===== src/rtl/core/pmtu_pkg.sv =====
// Shared types and constants for the prescaled multi-timer unit.
`timescale 1ns / 1ps
package pmtu_pkg;

	localparam int NUM_TIMERS_DEF    = 4;
	localparam int COUNTER_WIDTH_DEF = 32;
	localparam int SCALER_WIDTH_DEF  = 16;
	localparam int MAX_TIMERS        = 7;
	localparam int DATA_W            = 32;
	localparam int WDOG_W            = 3;
	localparam int CTL_W             = 6;

	typedef enum logic [1:0] {
		OP_TICK  = 2'd0,
		OP_READ  = 2'd1,
		OP_WRITE = 2'd2,
		OP_NOP   = 2'd3
	} opcode_t;

	typedef enum logic [1:0] {
		REG_COUNT  = 2'd0,
		REG_RELOAD = 2'd1,
		REG_CTRL   = 2'd2,
		REG_LATCH  = 2'd3
	} reg_kind_t;

	localparam int CTL_EN    = 0;
	localparam int CTL_PER   = 1;
	localparam int CTL_LOAD  = 2;
	localparam int CTL_IE    = 3;
	localparam int CTL_PEND  = 4;
	localparam int CTL_CHAIN = 5;

	typedef struct packed {
		logic [1:0]        opcode;
		logic [4:0]        reg_address;
		logic [DATA_W-1:0] write_data;
	} in_item_t;

	typedef struct packed {
		logic [DATA_W-1:0]     read_data;
		logic [MAX_TIMERS-1:0] irq_lines;
		logic                  watchdog_out;
	} out_item_t;

	typedef struct packed {
		logic tick;
		logic scl_tick;
		logic wr_count;
		logic wr_reload;
		logic wr_ctrl;
		logic wdog_sel;
	} cell_cmd_t;

	typedef struct packed {
		logic under;
		logic trip;
		logic pend_next;
	} cell_stat_t;

endpackage


===== src/rtl/core/pmtu_scaler.sv =====
// Shared prescaler: counts down each tick, reloads and fires at zero.
`timescale 1ns / 1ps
module pmtu_scaler
	import pmtu_pkg::*;
#(
	parameter int SCALER_WIDTH = SCALER_WIDTH_DEF
) (
	input  logic                    clk,
	input  logic                    arst_n,
	input  logic                    tick,
	input  logic                    wr_count,
	input  logic                    wr_reload,
	input  logic [DATA_W-1:0]       wdata,
	output logic                    scl_tick,
	output logic [SCALER_WIDTH-1:0] rd_count,
	output logic [SCALER_WIDTH-1:0] rd_reload
);

	logic [SCALER_WIDTH-1:0] count_q;
	logic [SCALER_WIDTH-1:0] reload_q;

	assign scl_tick  = tick && (count_q == '0);
	assign rd_count  = count_q;
	assign rd_reload = reload_q;

	always_ff @(posedge clk or negedge arst_n) begin
		if (!arst_n) begin
			count_q  <= '1;
			reload_q <= '1;
		end else begin
			if (scl_tick) begin
				count_q <= reload_q;
			end else if (tick) begin
				count_q <= count_q - SCALER_WIDTH'(1);
			end else if (wr_count) begin
				count_q <= wdata[SCALER_WIDTH-1:0];
			end
			if (wr_reload) begin
				reload_q <= wdata[SCALER_WIDTH-1:0];
			end
		end
	end

endmodule


===== src/rtl/core/pmtu_cell.sv =====
// One timer cell: counter, reload and control; passes underflow to the next cell.
`timescale 1ns / 1ps
module pmtu_cell
	import pmtu_pkg::*;
#(
	parameter int COUNTER_WIDTH = COUNTER_WIDTH_DEF
) (
	input  logic                     clk,
	input  logic                     arst_n,
	input  cell_cmd_t                cmd,
	input  logic [DATA_W-1:0]        wdata,
	input  logic                     prev_under,
	output cell_stat_t               stat,
	output logic [COUNTER_WIDTH-1:0] rd_count,
	output logic [COUNTER_WIDTH-1:0] rd_reload,
	output logic [CTL_W-1:0]         rd_ctrl
);

	logic [COUNTER_WIDTH-1:0] count_q;
	logic [COUNTER_WIDTH-1:0] reload_q;
	logic en_q, per_q, ie_q, pend_q, chain_q;
	logic src, dec;

	assign src = chain_q ? prev_under : cmd.scl_tick;
	assign dec = cmd.tick && en_q && src;

	assign stat.under     = dec && (count_q == '0);
	assign stat.trip      = stat.under && cmd.wdog_sel;
	assign stat.pend_next = cmd.wr_ctrl ? (pend_q && !wdata[CTL_PEND])
	                                    : (pend_q || (stat.under && ie_q));

	assign rd_count  = count_q;
	assign rd_reload = reload_q;
	assign rd_ctrl   = {chain_q, pend_q, ie_q, 1'b0, per_q, en_q};

	always_ff @(posedge clk or negedge arst_n) begin
		if (!arst_n) begin
			count_q  <= '0;
			reload_q <= '0;
			en_q     <= 1'b0;
			per_q    <= 1'b0;
			ie_q     <= 1'b0;
			pend_q   <= 1'b0;
			chain_q  <= 1'b0;
		end else begin
			pend_q <= stat.pend_next;
			if (stat.under) begin
				count_q <= per_q ? reload_q : '1;
				en_q    <= en_q && per_q;
			end else if (dec) begin
				count_q <= count_q - COUNTER_WIDTH'(1);
			end else if (cmd.wr_count) begin
				count_q <= wdata[COUNTER_WIDTH-1:0];
			end else if (cmd.wr_ctrl && wdata[CTL_LOAD]) begin
				count_q <= reload_q;
			end
			if (cmd.wr_reload) begin
				reload_q <= wdata[COUNTER_WIDTH-1:0];
			end
			if (cmd.wr_ctrl) begin
				en_q    <= wdata[CTL_EN];
				per_q   <= wdata[CTL_PER];
				ie_q    <= wdata[CTL_IE];
				chain_q <= wdata[CTL_CHAIN];
			end
		end
	end

endmodule


===== src/rtl/core/prescaled_multi_timer_unit.sv =====
// Timer unit top level: prescaler, chain of timer cells, register access, result register.
// One transaction per clock: a tick, register read or register write is applied to the
// scaler and all timer cells in the cycle it is accepted, and its single result is loaded
// into the output register the same edge, so a new transaction is taken every cycle while
// the result side keeps up. The per-cycle path is the scaler zero check followed by the
// underflow ripple through the NUM_TIMERS cells for chained timers. Timer n sits at word
// addresses 4n..4n+3; the watchdog timer index is set through the configuration channel.
`timescale 1ns / 1ps
module prescaled_multi_timer_unit
	import pmtu_pkg::*;
#(
	parameter int NUM_TIMERS    = NUM_TIMERS_DEF,
	parameter int COUNTER_WIDTH = COUNTER_WIDTH_DEF,
	parameter int SCALER_WIDTH  = SCALER_WIDTH_DEF
) (
	input  logic              clk,
	input  logic              arst_n,
	input  logic              in_valid,
	output logic              in_ready,
	input  in_item_t          in_data,
	output logic              out_valid,
	input  logic              out_ready,
	output out_item_t         out_data,
	input  logic              cfg_valid,
	output logic              cfg_ready,
	input  logic [WDOG_W-1:0] cfg_data
);

	logic              accept;
	logic              op_tick, op_read, op_write;
	logic [2:0]        sel_n;
	reg_kind_t         sel_k;
	logic [WDOG_W-1:0] wdog_q;
	logic              trip_q;
	logic              trip_next;
	logic              out_valid_q;
	out_item_t         out_q;

	logic                    scl_tick;
	logic [SCALER_WIDTH-1:0] scl_rd_count, scl_rd_reload;

	cell_cmd_t  [NUM_TIMERS-1:0]                    cmd;
	cell_stat_t [NUM_TIMERS-1:0]                    stat;
	logic       [NUM_TIMERS:0]                      under_chain;
	logic       [NUM_TIMERS-1:0][COUNTER_WIDTH-1:0] rd_count, rd_reload;
	logic       [NUM_TIMERS-1:0][CTL_W-1:0]         rd_ctrl;

	logic [DATA_W-1:0]     rdata;
	logic [MAX_TIMERS-1:0] irq_next;

	assign in_ready  = !out_valid_q || out_ready;
	assign accept    = in_valid && in_ready;
	assign cfg_ready = 1'b1;
	assign out_valid = out_valid_q;
	assign out_data  = out_q;

	assign op_tick  = accept && (opcode_t'(in_data.opcode) == OP_TICK);
	assign op_read  = accept && (opcode_t'(in_data.opcode) == OP_READ);
	assign op_write = accept && (opcode_t'(in_data.opcode) == OP_WRITE);
	assign sel_n    = in_data.reg_address[4:2];
	assign sel_k    = reg_kind_t'(in_data.reg_address[1:0]);

	pmtu_scaler #(
		.SCALER_WIDTH(SCALER_WIDTH)
	) u_scaler (
		.clk      (clk),
		.arst_n   (arst_n),
		.tick     (op_tick),
		.wr_count (op_write && (sel_n == 3'd0) && (sel_k == REG_COUNT)),
		.wr_reload(op_write && (sel_n == 3'd0) && (sel_k == REG_RELOAD)),
		.wdata    (in_data.write_data),
		.scl_tick (scl_tick),
		.rd_count (scl_rd_count),
		.rd_reload(scl_rd_reload)
	);

	assign under_chain[0] = 1'b0;

	for (genvar i = 0; i < NUM_TIMERS; i++) begin : g_cell
		logic hit;
		assign hit              = op_write && (sel_n == 3'(i + 1));
		assign cmd[i].tick      = op_tick;
		assign cmd[i].scl_tick  = scl_tick;
		assign cmd[i].wr_count  = hit && (sel_k == REG_COUNT);
		assign cmd[i].wr_reload = hit && (sel_k == REG_RELOAD);
		assign cmd[i].wr_ctrl   = hit && (sel_k == REG_CTRL);
		assign cmd[i].wdog_sel  = (wdog_q == WDOG_W'(i + 1));

		pmtu_cell #(
			.COUNTER_WIDTH(COUNTER_WIDTH)
		) u_cell (
			.clk       (clk),
			.arst_n    (arst_n),
			.cmd       (cmd[i]),
			.wdata     (in_data.write_data),
			.prev_under(under_chain[i]),
			.stat      (stat[i]),
			.rd_count  (rd_count[i]),
			.rd_reload (rd_reload[i]),
			.rd_ctrl   (rd_ctrl[i])
		);

		assign under_chain[i+1] = stat[i].under;
	end

	always_comb begin
		rdata     = '0;
		irq_next  = '0;
		trip_next = trip_q;
		if (op_read) begin
			if (sel_n == 3'd0) begin
				unique case (sel_k)
					REG_COUNT:  rdata = DATA_W'(scl_rd_count);
					REG_RELOAD: rdata = DATA_W'(scl_rd_reload);
					REG_CTRL:   rdata = DATA_W'(wdog_q);
					REG_LATCH:  rdata = '0;
				endcase
			end
			for (int i = 0; i < NUM_TIMERS; i++) begin
				if (sel_n == 3'(i + 1)) begin
					unique case (sel_k)
						REG_COUNT:  rdata = DATA_W'(rd_count[i]);
						REG_RELOAD: rdata = DATA_W'(rd_reload[i]);
						REG_CTRL:   rdata = DATA_W'(rd_ctrl[i]);
						REG_LATCH:  rdata = '0;
					endcase
				end
			end
		end
		for (int i = 0; i < NUM_TIMERS; i++) begin
			irq_next[i] = stat[i].pend_next;
			if (stat[i].trip) begin
				trip_next = 1'b1;
			end
		end
	end

	always_ff @(posedge clk or negedge arst_n) begin
		if (!arst_n) begin
			wdog_q      <= '0;
			trip_q      <= 1'b0;
			out_valid_q <= 1'b0;
		end else begin
			if (cfg_valid) begin
				wdog_q <= cfg_data;
			end
			if (accept) begin
				trip_q      <= trip_next;
				out_valid_q <= 1'b1;
			end else if (out_ready) begin
				out_valid_q <= 1'b0;
			end
		end
	end

	always_ff @(posedge clk) begin
		if (accept) begin
			out_q.read_data    <= rdata;
			out_q.irq_lines    <= irq_next;
			out_q.watchdog_out <= trip_next;
		end
	end

endmodule


===== config.mk =====
export PLATFORM = sky130hd
export DESIGN_NAME = prescaled_multi_timer_unit
export DESIGN_NICKNAME = d
export VERILOG_FILES = /design/src/rtl/core/pmtu_pkg.sv /design/src/rtl/core/pmtu_scaler.sv /design/src/rtl/core/pmtu_cell.sv /design/src/rtl/core/prescaled_multi_timer_unit.sv
export SDC_FILE = /design/constraint.sdc
export NUM_CORES = 1
export LEC_CHECK = 0
export BUFFER_PORTS_ARGS = -buffer_cell sky130_fd_sc_hd__buf_2
export CAP_MARGIN = 20
export CORE_ASPECT_RATIO = 1.25
export CORE_MARGIN = 1
export CORE_UTILIZATION = 30
export DETAILED_ROUTE_END_ITERATION = 12
export GPL_TIMING_DRIVEN = 0
export SYNTH_ARGS = -nofsm -noshare
export SYNTH_HDL_FRONTEND = slang
export SYNTH_SLANG_ARGS = --single-unit
export TNS_END_PERCENT = 10

===== constraint.sdc =====
create_clock -name clk -period 3.1 [get_ports clk]
set_clock_uncertainty 0.15 [all_clocks]
set_input_delay 0.62 -clock clk [delete_from_list [all_inputs] [get_ports clk]]
set_output_delay 0.62 -clock clk [all_outputs]
set_load 0.02 [all_outputs]

======== Word level (Yosys, flattened, before mapping) ========
Cells that the tools add are included.
W data, S select, Z words.
word-level totals
  bits of input ports ..................... 47
  output and inout port bits .............. 43
  register bits after elaboration ......... 350
operators by class
  equality and inequality tests ........... 13
  reductions and logical operators ........ 81
  mux-type cells .......................... 55
  add/sub/neg operators ................... 5
operators with widths
  operator                 number
  $mux W32                 25
  $pmux W32 S4             5
  $logic_not A32 Y1        4
  $sub A32 B1 Y32 const B  4
  $logic_and A1 B1 Y1      56
  $mux W16                 3
  $mux W1                  22
  $logic_not A16 Y1        1
  $reduce_bool A4 Y1       4
  $sub A16 B1 Y16 const B  1
  $eq A3 B2 Y1 const B     4
  $reduce_bool A2 Y1       5
  $eq A2 B2 Y1 const B     3
  $eq A3 B1 Y1 const B     2
  $eq A3 B3 Y1 const B     2
  $logic_or A1 B1 Y1       5
  $eq A2 B1 Y1 const B     2
  $logic_not A2 Y1         2
  $logic_not A3 Y1         1
  $reduce_bool A3 Y1       1
  $logic_not A1 Y1         2

======== Logic depth before layout (Yosys ltp) ========
  depth in word-level cells ............... 20
  mapped depth ............................ 13
  mapped depth without buffers ............ 11

======== By module ========
Synthesis repeated with hierarchy kept, for this count alone.
second synthesis, totals
  cells, all modules ...................... 2,510
  area, all modules ....................... 23,587.6 um^2
by module, submodules not included
  module                            times used  area an instance (um^2)  seq. area each (um^2)  cells each
  pmtu_cell (g_cell[0].u_cell ...)  3           4,295.4                  1,726.7                465
  prescaled_multi_timer_unit        1           4,600.7                  1,236.2                478
  pmtu_cell (g_cell[3].u_cell)      1           4,205.3                  1,726.7                452
  pmtu_scaler                       1           1,895.6                  840.8                  185

======== Worst setup path after synthesis ========
OpenSTA, ideal clock, no wires.
  path type ............................... register to register
  start ................................... register g_cell[0].u_cell.count_q[19]
  end ..................................... register g_cell[2].u_cell.count_q[27]
  period minus slack after synthesis ...... 3.440 ns
  buffers on the path ..................... 3
  setup time .............................. 0.122 ns
  cell stages (with the launch flop) ...... 12
  data arrival time ....................... 3.168 ns
  slack ................................... -0.340 ns
  cells stage by stage .................... dfrtp_1 -> buf_6 -> or4_4 -> or4_4 -> or3_1 -> buf_6 -> o32ai_4 -> a21bo_4 -> mux2_4 -> buf_4 -> o221ai_1 -> nand2_1
on the way
  cells in the longest elaborated chain, start to end .. 9
  elaborated cells on any way between the ends .. 11
RTL lines
  element                                                 line                              source
  from (decl)                                             pmtu_cell.sv:19                   logic [COUNTER_WIDTH-1:0] count_q;
  from (signal assigned)                                  pmtu_cell.sv:48                   count_q <= per_q ? reload_q : '1;
  from (signal assigned)                                  pmtu_cell.sv:51                   count_q <= count_q - COUNTER_WIDTH'(1);
  from (signal assigned)                                  pmtu_cell.sv:53                   count_q <= wdata[COUNTER_WIDTH-1:0];
  $logic_not A32 Y1 *                                     pmtu_cell.sv:27                   assign stat.under = dec && (count_q == '0);
  $logic_and A1 B1 Y1 *                                   pmtu_cell.sv:27
  $mux W1 *                                               pmtu_cell.sv:24                   assign src = chain_q ? prev_under : cmd.scl_tick;
  $logic_and A1 B1 Y1 *                                   pmtu_cell.sv:25                   assign dec = cmd.tick && en_q && src;
  $logic_and A1 B1 Y1 *                                   pmtu_cell.sv:27
  $mux W1 *                                               pmtu_cell.sv:24
  $logic_and A1 B1 Y1 *                                   pmtu_cell.sv:25
  $mux W32 / $logic_and A1 B1 Y1 (equally long branches)  pmtu_cell.sv:50, pmtu_cell.sv:27
  $mux W32 / $reduce_bool A4 Y1 (equally long branches)   -
  to (signal assigned)                                    pmtu_cell.sv:48
  to (signal assigned)                                    pmtu_cell.sv:51
  to (signal assigned)                                    pmtu_cell.sv:53
  to (decl)                                               pmtu_cell.sv:19
Mark *: on every way between the ends. The rest lies on a longest branch, timed or not.
A chain may end at the register's enable or synchronous reset.

======== Worst setup path in the final report ========
  start ................................... register g_cell[0].u_cell.count_q[21]
  end ..................................... register g_cell[2].u_cell.count_q[27]
The elaborated chain is that of the path after synthesis.

==> results.txt <==
Area growth from synthesis to layout = 25.7%
Failing checks = negative setup slack
IR drop worst, VDD = 0.000320 V
Die Span Y = 304 µm
WL/cell = 28.9 µm
CP Capture Type = register
Crit path DAT = 3.88 ns
Cells after DPL = 3496
CTS sink cnt = 350
Vias = 21998
Sequential Area = 0.00899 mm²
Max Buffers Root-to-Sink = 3
Worst slew pin tran = 1.13 ns
Number of detailed-route iterations in the first pass = 8
Post-synth EDFFs = 37
Worst Hold Class = in2reg
Initial DRC Count = 2808
Routed WL = 106 mm
Critical Path RT = 3.43 ns
Predominant post-synthesis flop cell = dfrtp_1
Ports = 90
Crit Path Max Fanout = 7
Sequential fraction of the synthesis area = 41.1%
RSZ-0062 raised after global routing = yes
Slack of the worst reg-to-reg path = -0.46 ns
Endpoints failing hold = 0
Asr flop ratio synth = 89.4%
Cell taking the most area after synthesis = dfrtp_1
Nets = 2730
Worst setup margin = -0.456 ns
Final period util = 115%
FMAX = 281 MHz
Hold_ws = 0.104 ns
Multi-input gate area = 0.0131 mm²
Vias per cell = 6.00
H-tree Lvls = 2
Normalized max-slew margin = 24.7%
Syn Area/Cell = 8.90 µm²
Total gr overflow = 0
Yosys warnings = 0
Pwr Density = 486 mW/mm²
TritonCTS clock tree = yes
Tot GR Track Use = 28.0%
Clock Pin Slew Worst Setup and Hold Paths = 0.06 ns
Die area = 0.0739 mm²
Initial antenna violation count = 6
Residual DRC = 0
Cell count after synthesis = 2454
Tot Pwr = 0.0133 W
Initial Utilization = 30.4%
Worst skew pair latency = 0.60 ns
Netlist Area Pre-Place = 0.0218 mm²
Share of the synthesized area in the top cell type = 32.2%
Final ANT Viol Nets = 0
Count of pins over their slew limit = 0
Num CTS Buffers = 43
Leakage = 11.7 nW
Vias in the first global route = 20732
WS Path Type = reg2reg
Final Non-Filler Cells = 3668
Hpwl dp = 76.2 mm
CORE AREA = 0.0720 mm²
Number of fill cells = 7236
Critical path launch point type = register
Yosys reg bits = 350
PortBufs = 74
CTS Root Cell = clkbuf_16
Share of cells above drive strength 1 = 27.6%
Library cells used by synthesis = 93
Cell Area, Placed = 0.0237 mm²
Num rows = 110
Largest net degree at the start of global routing = 116
Final setup fails = 107
Routability cong. = 1.04
Status = finished, violations left
Post-route cell area = 0.0275 mm²
Ranking of synthesized cells by area = dfrtp_1 (32%), mux2_2 (8.0%), nand2_1 (5.2%), edfxtp_1 (5.1%), o21ai_0 (5.0%)
Max Cap Viol = 0
Post-route setup TNS = -28.32 ns
Die Width = 243 µm
First-pass GRT wire length = 150 mm
Minimum clock period = 3.56 ns
placed cells by master, fill, tap and decap left out, types with 21 or more instances in the layout:
master | Yosys | layout
a21oi_1 | 169 | 159
a22oi_1 | 33 | 28
buf_2 | 7 | 85
buf_4 | 6 | 72
buf_6 | 6 | 29
clkbuf_1 | 139 | 87
clkbuf_16 | 0 | 50
clkbuf_2 | 1 | 32
dfrtp_1 | 281 | 273
dfstp_2 | 32 | 32
edfxtp_1 | 37 | 37
inv_1 | 24 | 24
mux2_2 | 156 | 156
mux2i_1 | 108 | 101
nand2_1 | 304 | 291
nand3_1 | 31 | 28
nand3b_1 | 31 | 31
nor2_1 | 266 | 234
nor3_1 | 70 | 57
nor4_1 | 36 | 21
o21ai_0 | 219 | 164
o21ai_1 | 10 | 50
o22ai_1 | 38 | 36
or3_1 | 32 | 27
xnor2_1 | 30 | 30
xor2_1 | 39 | 39
state kept, by name (all words and copies together) (netlist names):
name and count:
u_scaler.rd_count 16, out_valid 1, g_cell.u_cell.en_q 4, g_cell.u_cell.rd_reload 128, g_cell.u_cell.rd_count 128, g_cell.u_cell.pend_q 4
out_data 37, g_cell.u_cell.per_q 4, u_scaler.rd_reload 16, trip_q 1, g_cell.u_cell.chain_q 4, g_cell.u_cell.ie_q 4
wdog_q 3
cell type report:
class                      count  area share (%)
timing repair buffer         181            5.72
tap                          952            4.34
clock buffer                  63            4.56
antenna                        5          0.0456
multi-input combinational   1906            47.8
clock inverter                17           0.574
buffer                       169            3.83
sequential                   350            32.8
inverter                      25           0.346
power by group:
| group | switching [W] | leakage (nW) | internal [W] |
|---|---|---|---|
| Combinational | 0.00169 | 6.48 | 0.00104 |
| Clock | 0.00217 | 0.694 | 0.00298 |
| Sequential | 0.000473 | 4.51 | 0.00500 |
| Total | 0.00433 | 11.7 | 0.00902 |
stage by stage:
stage | setup WS [ns] | utilization (%)
CTS | -0.601 | 37.0
finish | -0.456 | 38.1
floorplan | -0.167 | -
global placement | -5.15 | 32.6
detailed placement | -2.52 | 33.0
global route | -0.499 | 38.1
critical path: stages (launching register included):
cell	delay, ns
dfrtp_2	0.40
or4_4	0.53
or4_4	0.46
or3_4	0.44
o32ai_4	0.25
buf_12	0.16
a21bo_4	0.17
buf_6	0.11
mux2_4	0.38
buf_8	0.17
o221ai_2	0.15
nand2_1	0.07
cells in the mapped netlist (11+ instances only):
master / number
nor3_1: 70
o31ai_1: 22
mux2i_1: 108
edfxtp_1: 37
o211ai_1: 14
a31oi_1: 23
nor4_1: 36
a221oi_1: 15
nand2b_1: 18
o22ai_1: 38
or4_1: 13
xor2_1: 39
inv_1: 24
a22oi_1: 33
dfrtp_1: 281
or3_1: 32
xnor2_1: 30
nor2b_1: 11
dfstp_2: 32
buf_1: 16
mux4_2: 11
nand4_1: 18
mux2_2: 156
and3_1: 18
a21o_1: 20
nand2_1: 304
a211oi_1: 11
o21ai_0: 219
nand3_1: 31
clkbuf_1: 139
nor2_1: 266
nand3b_1: 31
a21oi_1: 169
repair_timing:
item / in CTS / in global routing
resized for setup: 313 / 174
setup endpoints to repair: 310 / 297
endpoints found under the hold margin: 91 / 0
gates cloned: 5 / 3
buffers inserted: 53 / 29
pin swaps: 59 / 50
hold buffers: 1 / 0
cells by family (layout without fill, tap and decap cells):
family	after synthesis	count (layout)	synth area share, %
AOI/OAI and AO/OA	658	658	18.7
xor gates and xnor gates	69	69	2.77
adders and majority gates	7	7	0.401
buffers and inverters	200	455	3.79
DFF	350	350	41.1
muxes	276	276	14.2
other	2	9	0.0344
and+or+nand+nor	892	892	19.0
routing by layer:
metal  wire, µm  track usage (%)
met1      41400             36.9
met2      45700             42.1
met3      10200             5.23
met4       8600             17.8
met5         35                0
path summary, 6_finish.rpt:
kind	depth (start not counted)	endpoint	startpoint
setup / recovery	11	g_cell[2].u_cell.rd_count[27]$_DFFE_PN0P_	g_cell[0].u_cell.rd_count[21]$_DFFE_PN0P_
hold / removal	2	wdog_q[0]$_DFFE_PN0P_	cfg_data[0]
setup reg to reg	11	g_cell[2].u_cell.rd_count[27]$_DFFE_PN0P_	g_cell[0].u_cell.rd_count[21]$_DFFE_PN0P_
hold reg to reg	2	u_scaler.rd_count[1]$_DFFE_PN1P_	u_scaler.rd_count[1]$_DFFE_PN1P_
max in group asynchronous	3	g_cell[3].u_cell.rd_reload[9]$_DFFE_PN0P_	arst_n
min in group asynchronous	2	g_cell[0].u_cell.rd_reload[6]$_DFFE_PN0P_	arst_n
(Power assumes the default switching activity.)
